[src/rtl/core/lmfw_pkg.sv]
// Shared types, constants and bit functions of the LED matrix frame writer.
package lmfw_pkg;

    localparam int unsigned FRAME_ROWS = 16;
    localparam int unsigned FRAME_COLS = 64;
    localparam logic [7:0]  FIRST_CODE = 8'd33;
    localparam logic [3:0]  LAST_PRINT_STEP = 4'd8;
    localparam logic [3:0]  LAST_EMIT_WORD = 4'd15;
    localparam logic [3:0]  DIGIT_MIN = 4'd1;
    localparam logic [3:0]  DIGIT_MAX = 4'd8;

    typedef enum logic [1:0] {
        MODE_LOAD  = 2'd0,
        MODE_PRINT = 2'd1,
        MODE_EMIT  = 2'd2,
        MODE_CLEAR = 2'd3
    } t_mode;

    typedef enum logic [1:0] {
        ST_IDLE,
        ST_PRINT,
        ST_EMIT
    } t_state;

    typedef struct packed {
        logic       ready;
        logic       print_we;
        logic       emit_load;
        logic       use_emit;
        logic       last;
        logic [3:0] row_sel;
        logic [5:0] shift_amt;
        logic [2:0] font_row;
    } t_ctl;

    function automatic logic [7:0] rev8(input logic [7:0] b);
        logic [7:0] r;
        for (int k = 0; k < 8; k++) begin
            r[7 - k] = b[k];
        end
        return r;
    endfunction

    function automatic logic [7:0] rotr1(input logic [7:0] b);
        return {b[0], b[7:1]};
    endfunction

endpackage

[src/rtl/core/lmfw_ctrl.sv]
// Sequencer that steps the shared row unit through print and emit requests.
module lmfw_ctrl
    import lmfw_pkg::*;
(
    input  logic       i_clk,
    input  logic       i_rst_n,
    input  logic       i_in_valid,
    input  t_mode      i_mode,
    input  logic       i_glyph_ok,
    input  logic [5:0] i_x_pos,
    input  logic [3:0] i_y_pos,
    input  logic [3:0] i_digit,
    input  logic       i_out_free,
    output t_ctl       o_ctl
);

    t_state     r_state, n_state;
    logic [3:0] r_cnt, n_cnt;
    logic [5:0] r_x;
    logic [3:0] r_y;
    logic [3:0] r_d;
    logic [4:0] tgt_row;
    logic [2:0] byte_idx;
    logic       digit_ok;
    logic       in_fire;

    // The input is ready exactly while the sequencer is idle.
    assign in_fire  = i_in_valid && (r_state == ST_IDLE);
    assign digit_ok = (i_digit >= DIGIT_MIN) && (i_digit <= DIGIT_MAX);
    assign tgt_row  = {1'b0, r_y} + {1'b0, r_cnt} - 5'd1;
    // Words 8..15 walk the lower row from its high byte down.
    assign byte_idx = r_cnt[3] ? ~r_cnt[2:0] : r_cnt[2:0];

    always_ff @(posedge i_clk) begin
        if (!i_rst_n) begin
            r_state <= ST_IDLE;
            r_cnt   <= '0;
        end else begin
            r_state <= n_state;
            r_cnt   <= n_cnt;
        end
    end

    always_ff @(posedge i_clk) begin
        if (in_fire) begin
            r_x <= i_x_pos;
            r_y <= i_y_pos;
            r_d <= i_digit;
        end
    end

    always_comb begin
        n_state = r_state;
        n_cnt   = r_cnt;
        o_ctl   = '0;
        unique case (r_state)
            ST_IDLE: begin
                o_ctl.ready = 1'b1;
                n_cnt       = '0;
                if (in_fire) begin
                    if (i_mode == MODE_PRINT && i_glyph_ok) begin
                        n_state = ST_PRINT;
                    end else if (i_mode == MODE_EMIT && digit_ok) begin
                        n_state = ST_EMIT;
                    end
                end
            end
            ST_PRINT: begin
                // Font row cnt is read now; the row read last step is merged.
                o_ctl.font_row  = r_cnt[2:0];
                o_ctl.row_sel   = tgt_row[3:0];
                o_ctl.shift_amt = r_x;
                o_ctl.print_we  = (r_cnt != '0) && !tgt_row[4];
                if (r_cnt == LAST_PRINT_STEP) begin
                    n_state = ST_IDLE;
                end else begin
                    n_cnt = r_cnt + 4'd1;
                end
            end
            ST_EMIT: begin
                o_ctl.use_emit  = 1'b1;
                o_ctl.row_sel   = r_cnt[3] ? (r_d - 4'd1) : (r_d + 4'd7);
                o_ctl.shift_amt = {~byte_idx, 3'b000};
                o_ctl.last      = (r_cnt == LAST_EMIT_WORD);
                o_ctl.emit_load = i_out_free;
                if (i_out_free) begin
                    if (r_cnt == LAST_EMIT_WORD) begin
                        n_state = ST_IDLE;
                    end else begin
                        n_cnt = r_cnt + 4'd1;
                    end
                end
            end
            default: begin
                n_state = ST_IDLE;
            end
        endcase
    end

endmodule

[config.mk]
export PLATFORM = sky130hd
export DESIGN_NAME = lmfw_ctrl
export DESIGN_NICKNAME = d
export VERILOG_FILES = /design/src/rtl/core/lmfw_pkg.sv /design/src/rtl/core/lmfw_ctrl.sv
export SDC_FILE = /design/constraint.sdc
export NUM_CORES = 1
export LEC_CHECK = 0
export BUFFER_PORTS_ARGS = -buffer_cell sky130_fd_sc_hd__buf_4
export CORE_UTILIZATION = 40
export DETAILED_ROUTE_END_ITERATION = 16
export PLACE_DENSITY = 0.75
export SLEW_MARGIN = 20
export SYNTH_ARGS = -nofsm -noshare
export SYNTH_HDL_FRONTEND = slang
export SYNTH_SLANG_ARGS = --single-unit
[constraint.sdc]
create_clock -name i_clk -period 4.3 [get_ports i_clk]
set_input_delay 0.215 -clock i_clk [delete_from_list [all_inputs] [get_ports i_clk]]
set_output_delay 0.215 -clock i_clk [all_outputs]
set_load 0.05 [all_outputs]
# After elaboration in Yosys (flattened, before gate mapping)
# Cells that the tools add are included.
# word_totals
regBits	20
out_inout_bits	18
word_cells	56
# op_classes
n_addsub	5
order_cmp	2
n_eq_ne	13
muxes	18
bitwise	2
n_reduce_logical	11
# op_table
cell	n
one-hot mux 10 bit (2 select lines)	1
2-to-1 mux 4 bit	4
2-to-1 mux 2 bit	6
inequality test 2 bit (second input constant)	6
one-hot mux 4 bit (3 select lines)	1
2-to-1 mux 3 bit	3
== test 4 bit (second input constant)	2
inverter 3 bit	2
one-hot mux 2 bit (3 select lines)	1
adder 4 x 4 -> 5 bit	1
logical AND 1 bit	5
AND reduction 5 bit	1
subtractor 5 x 1 -> 5 bit (second input constant)	1
adder 4 x 1 -> 4 bit (second input constant)	1
adder 4 x 3 -> 4 bit (second input constant)	1
== test 2 x 1 -> 1 bit (second input constant)	2
== test 2 bit (second input constant)	2
>= comparator 4 x 1 -> 1 bit (second input constant)	1
less-or-equal comparator 4 bit (second input constant)	1
AND reduction 4 bit	1
nonzero test 4 bit	1
subtractor 4 x 1 -> 4 bit (second input constant)	1
inequality test 3 x 1 -> 1 bit (second input constant)	1
nonzero test 3 bit	1
3 further kinds	4

# Logic depth before layout (Yosys ltp)
# Gate-level depths: netlist of the first run.
# logic_depth
word_depth	7
mapped_depth	8
depth_no_buf	8

# Worst setup path before layout of the first run
# Ideal clock, no wire load.
# synth_path
path_type	register to output
from	register r_cnt[2]
to	output port o_ctl[16] (netlist name)
t_arrival_ns	2.617
slack_ns	1.468
stages_incl_launch_ff	9
cell_sequence	dfxtp_1 > inv_1 > ha_1 > inv_1 > ha_1 > a21o_1 > a21oi_1 > xnor2_1 > a211oi_1
# synth_lines
element	line	text
start, declared	lmfw_ctrl.sv:18	logic [3:0] r_cnt, n_cnt;
start signal, assigned	lmfw_ctrl.sv:40	r_cnt <= n_cnt;
end, declared	lmfw_ctrl.sv:14	output t_ctl o_ctl

==> impl_metrics.toml, run 1 <==
[die]
die_w_um = 60.0
core_region_area_um2 = 3130
die_h_um = 60.0
num_io_pins = 39
rows = 20
dieArea_um2 = 3600
initial_core_util = 0.430

[global_routing]
grt_pass1_vias = 1009
grt_usage = 0.168
grt_antenna_before_repair = 0
grt_start_max_net_pins = 15
grt_pass1_wl_um = 4380
overflow = 0

[timing]
clock_skew_ns = 0.00265
relSlewSlack = 0.552
rsz0062_at_grt = "false"
drv_slew = 0
max_slew.worst_pin.slew_ns = 0.672
worst_slack_ns = 1.73
finalSetupTns_ns = 0
fmax_mhz = 389
hold_violations = 0
min_period_ns = 2.57
fin_hold_ws_ns = 0.0834
period_share = 0.598
setup_violations = 0

[yosys]
yosysWarnings = 0
synth_top_area_share = 0.313
synth_cells = 134
ys_types = 36
synth-seq-area-share = 0.402
synth-seq-cells = 20
syn_area_um2 = 1350
syn_nets = 173
synthTopCellsByArea = "edfxtp_1 31%, ha_1 16%, dfxtp_1 8.9%"
synth_top_area_cell = "edfxtp_1"
synth.avg_cell_area_um2 = 10.0

[critical_path]
crit_path_end_kind = "output port"
cp_max_fo = 4
cp-start-kind = "register"
critPathKind = "reg2out"
worstPathRequired_ns = 4.09
critPathArrivalTime_ns = 2.36

[cts]
clk_pin_slew_ns = 0.11
clockRootBuffer = "clkbuf_4"
cts_max_level = 1
numCtsBuffers = 3
post_cts.repair.setup_buffers = 0
clock_path_buffers = 2
post_cts_resized = 0
hold_buffers = 0
cts_sinks = 20
cts_tree = "done"
clock_latency_ns = 0.30

[layout]
area_delta_synth_final_pct = 26.2
layout_commonest_cell = "buf_4"
fillerInstances = 297
drive_gt1_frac = 0.277
layout_common_cells = "38 x buf_4, 23 x inv_1, 17 x ha_1"
finalNetCount = 213
diodes = 0

[detailed_routing]
wl_met3_um = 98
top_layer = "met4"
drt_first_pass_iters = 4
drtIter0Drc = 46
wl_per_cell_um = 12.8
via_per_inst = 4.87
routed_wl_um = 2790
drc_errors = 0
drtAntennaViolNets = 0
drt-met1-wl_um = 1160
dr_wl_met2_um = 1490
num_vias = 1057

[power_and_ir_drop]
seqPwrFrac = 0.548
power_mw = 0.408
switchingPower_mw = 0.115
vdd_drop_max_v = 0.000158
p_leak_nw = 0.736
power.internal_mw = 0.293
clkPwrFrac = 0.224
switching_share = 0.281
power_frac_comb = 0.227
p_per_area_nw_per_um2 = 240

[placed_design]
port_buffers = 38
preCtsSetupSlack_ns = 2.06
post-dp-hpwl_um = 2240
gp_congestion = 0.811

[min_path]
min_path_type = "in2reg"

[status]
status = "complete, no violations"

[run]
maxCapViolCount = 0
==> through the flow <==
step | cells | cell area [um2] | util
after detailed placement | 213 | 1670 | 0.534
after global placement | 213 | 1670 | 0.534
after floorplan | 134 | 1350 | -
after global routing | 217 | 1700 | 0.543
final | 217 | 1700 | 0.543
after CTS | 217 | 1700 | 0.543
==> per-layer routing <==
layer  GRT usage  vias to the layer above
li1            -                      531
met1       0.199                      497
met2       0.297                       27
met5           0                        -
met4      0.0897                        0
met3      0.0195                        2
==> logic make-up (layout without fill, tap and decap cells) <==
family,after synthesis,count (layout),share of synthesized area
AND/OR/NAND/NOR,35,35,0.138
buffers and inverters,27,66,0.0772
AO/OA/AOI/OAI,24,24,0.142
flip-flops,20,20,0.402
adder cells (fa/ha/maj),18,18,0.173
XOR/XNOR,8,8,0.0521
multiplexers,2,2,0.0158
==> worst paths after layout <==
kind	to	cells after the start	start	slack (ns)
worst max register to register	r_cnt[1]$_SDFFE_PN0P_	6	r_state[0]$_SDFFE_PN0P_	2.45
worst min-delay path	r_x[3]$_DFFE_PP_	1	i_x_pos[3]	0.08
worst min register to register	r_state[1]$_SDFFE_PN0P_	2	r_state[1]$_SDFFE_PN0P_	0.56
worst max-delay path	o_ctl[12]	9	r_cnt[1]$_SDFFE_PN0P_	1.73
==> power by group through the flow <==
stage	logic (mW)	registers, mW	clock network, mW
after global routing	0.102	0.225	0.107
after CTS	0.0934	0.224	0.0960
after detailed placement	0.0927	0.228	0
final	0.0928	0.224	0.0915
after global placement	0.0897	0.228	0
after floorplan	0.0611	0.227	0
==> worst max-delay path, stage by stage, from the launching register on <==
cell     delay [ns]
dfxtp_1        0.43
inv_1          0.12
ha_1           0.30
inv_1          0.04
ha_1           0.21
fa_1           0.38
xor2_1         0.16
a22oi_1        0.08
nor2_1         0.13
buf_4          0.21
==> area by class of cell <==
type                       instances  area (um2)  area share
multi-input combinational         87         701       0.413
sequential                        20         541       0.318
timing repair buffer              38         285       0.168
inverter                          24        90.1      0.0531
tap                               44        55.1      0.0324
clock buffer                       3        22.5      0.0133
clock inverter                     1        3.75     0.00221
==> Yosys cell counts <==
library cell  count
o21ai_0           1
xor2_1            3
nand3_1           2
inv_1            23
nor3_1            2
nor3b_2           1
dfxtp_1           6
a221oi_2          1
o22ai_1           1
nand3_2           2
a21boi_1          2
o21a_1            1
clkbuf_1          1
nor2_1           11
a31oi_1           2
nor2b_1           1
and3_1            1
and2_1            6
a22oi_1           4
a21o_1            1
fa_1              1
edfxtp_1         14
mux2i_1           1
nand2b_1          2
o32ai_1           2
nand2_1           6
a211oi_1          2
inv_2             1
or2_1             1
o21ai_2           1
a21oi_1           5
ha_1             17
mux2_1            1
a221oi_4          1
buf_2             2
xnor2_1           5
==> registers in the layout (all words and copies together) (netlist names) <==
name,count
r_d,4
r_y,4
r_state,2
r_x,6
r_cnt,4
Note: power is estimated with default switching activity, not from simulation.
==> run 2, diff against run 1 <==
--- a/config.mk
+++ b/config.mk
@@ -8,7 +8,7 @@
 export BUFFER_PORTS_ARGS = -buffer_cell sky130_fd_sc_hd__buf_4
 export CORE_UTILIZATION = 40
 export DETAILED_ROUTE_END_ITERATION = 16
-export PLACE_DENSITY = 0.75
+export PLACE_DENSITY = 0.78
 export SLEW_MARGIN = 20
 export SYNTH_ARGS = -nofsm -noshare
 export SYNTH_HDL_FRONTEND = slang
==> constraint.sdc (replaced) <==
create_clock -name i_clk -period 2.2 [get_ports i_clk]
set_input_delay 0.11 -clock i_clk [delete_from_list [all_inputs] [get_ports i_clk]]
set_output_delay 0.11 -clock i_clk [all_outputs]
set_load 0.05 [all_outputs]
==> run 2 against run 1 <==
- sequential power increased by 95%
- setup slack got worse by 1.7 ns
- critical path depth unchanged
- core utilization increased by 9.8 points
- the flow now finishes with violations (negative setup slack)
- count of clock-buffer cells in the layout unchanged
- largest power group unchanged
- critical path type unchanged
- first-iteration DRC count decreased by 59%
- via count increased by 9.2%
- register-to-register slack got worse by 2.1 ns
- hold slack about the same
- routed wire length increased by 24%
- final area increased by 18%
==> impl_metrics.toml, run 2 (same netlist as run 1, synthesis figures left out) <==
[timing]
setup_violations = 3
rsz0062_at_grt = "true"
drv_slew = 0
fmax_mhz = 452
min_period_ns = 2.21
hold_violations = 0
max_slew.worst_pin.slew_ns = 0.610
worst_slack_ns = -0.0110
relSlewSlack = 0.594
period_share = 1.00
clock_skew_ns = 0.00495

[detailed_routing]
drc_errors = 0
via_per_inst = 4.85
drt_first_pass_iters = 4
num_vias = 1154
wl_per_cell_um = 14.5
drtIter0Drc = 19
drtAntennaViolNets = 0
routed_wl_um = 3460

[placed_design]
port_buffers = 38
dpl.cell_count = 218
gp_congestion = 0.930
preCtsSetupSlack_ns = 0.157
post-dp-hpwl_um = 2360

[die]
die_h_um = 60.0
initial_core_util = 0.430
core_region_area_um2 = 3130
dieArea_um2 = 3600
num_io_pins = 39
rows = 20
die_w_um = 60.0

[power_and_ir_drop]
power_mw = 0.977
power_frac_comb = 0.238
p_per_area_nw_per_um2 = 487
power.internal_mw = 0.723
p_leak_nw = 0.843
switching_share = 0.260
switchingPower_mw = 0.254
seqPwrFrac = 0.447
clkPwrFrac = 0.315
vdd_drop_max_v = 0.000374

[layout]
largest_reg_flops = 6
diodes = 0
layout_common_cells = "42 x buf_4, 16 x inv_1, 14 x dlygate4sd3_1, 14 x edfxtp_1, 13 x ha_1"
fin_cells = 238
finalNetCount = 234
top_register = "r_x"
drive_gt1_frac = 0.387
area_delta_synth_final_pct = 49.0
layout_commonest_cell = "buf_4"

[cts]
clock_path_buffers = 2
cts_sinks = 20
clockRootBuffer = "clkbuf_4"
cts_max_level = 1
clk_pin_slew_ns = 0.13
numCtsBuffers = 3
clock_latency_ns = 0.30
cts_tree = "done"

[status]
violations = "negative setup slack"
status = "finished, violations left"

[global_routing]
overflow = 0
grt_start_max_net_pins = 15
grt_pass1_vias = 1161
grt_pass1_wl_um = 5160
grt_usage = 0.199
grt_antenna_before_repair = 0

[run]
maxCapViolCount = 0

[critical_path]
worstPathRequired_ns = 2.09
critPathArrivalTime_ns = 2.10
cp_max_fo = 2
critPathKind = "reg2out"
cp-start-kind = "register"
crit_path_end_kind = "output port"

[min_path]
min_path_type = "in2reg"
==> run 2: power by group through the flow <==
stage	logic (mW)	clock network [mW]	registers, mW
3_5_place_dp	0.187	0	0.444
3_3_place_gp	0.181	0	0.444
4_1_cts	0.214	0.312	0.436
2_1_floorplan	0.121	0	0.443
5_1_grt	0.251	0.332	0.439
6_report	0.232	0.307	0.437
==> run 2: critical path, cell delays in order (launching register included) <==
cell and delay (ns):
edfxtp_1 0.37, inv_2 0.06, ha_4 0.25, inv_2 0.04
ha_4 0.16, fa_2 0.38, xor2_1 0.15, a22oi_1 0.10
nor2_2 0.13, buf_6 0.17
==> run 2: layout make-up <==
class	count	area [um2]
clock inverters	1	30.0
inverters	24	92.6
well taps	44	55.1
multi-input cells	87	772
flip-flops and latches	20	543
clock buffers	3	22.5
fillers	267	1120
repair buffers	59	489
==> run 2: per-stage QoR <==
step           setup TNS, ns  utilization  cell area, um2  hold WS, ns
5_1_grt               -0.333        0.641            2000       0.0959
3_5_place_dp               0        0.550            1720        0.290
3_3_place_gp               0        0.550            1720        0.289
4_1_cts              -0.0287        0.622            1950       0.0862
2_1_floorplan        -0.0609            -            1360        0.209
6_report             -0.0238        0.641            2000       0.0829
==> run 2: final timing paths <==
kind / start / to / slack, ns / cells past startpoint
min: i_rst_n / r_cnt[3]$_SDFFE_PN0P_ / 0.08 / 3
min reg2reg: r_state[1]$_SDFFE_PN0P_ / r_state[1]$_SDFFE_PN0P_ / 0.58 / 2
max reg2reg: r_state[1]$_SDFFE_PN0P_ / r_state[1]$_SDFFE_PN0P_ / 0.39 / 6
max: r_y[1]$_DFFE_PP_ / o_ctl[12] / -0.01 / 9
==> run 2: layer usage <==
metal	wire, um	vias to the layer above	global-route usage	part of all wire
li1	-	576	-	-
met1	1440	549	0.231	0.42
met2	1900	25	0.384	0.55
met3	68	4	0.0195	0.020
met4	42	0	0.0532	0.012
met5	0	-	0	0
==> run 2: timing repair <==
action	4_1_cts	5_1_grt
endpoints found under the hold margin	14	0
hold buffers	14	0
setup endpoints to repair	3	3
buffers inserted	1	1
gates resized for setup	11	11
pin swaps	5	11
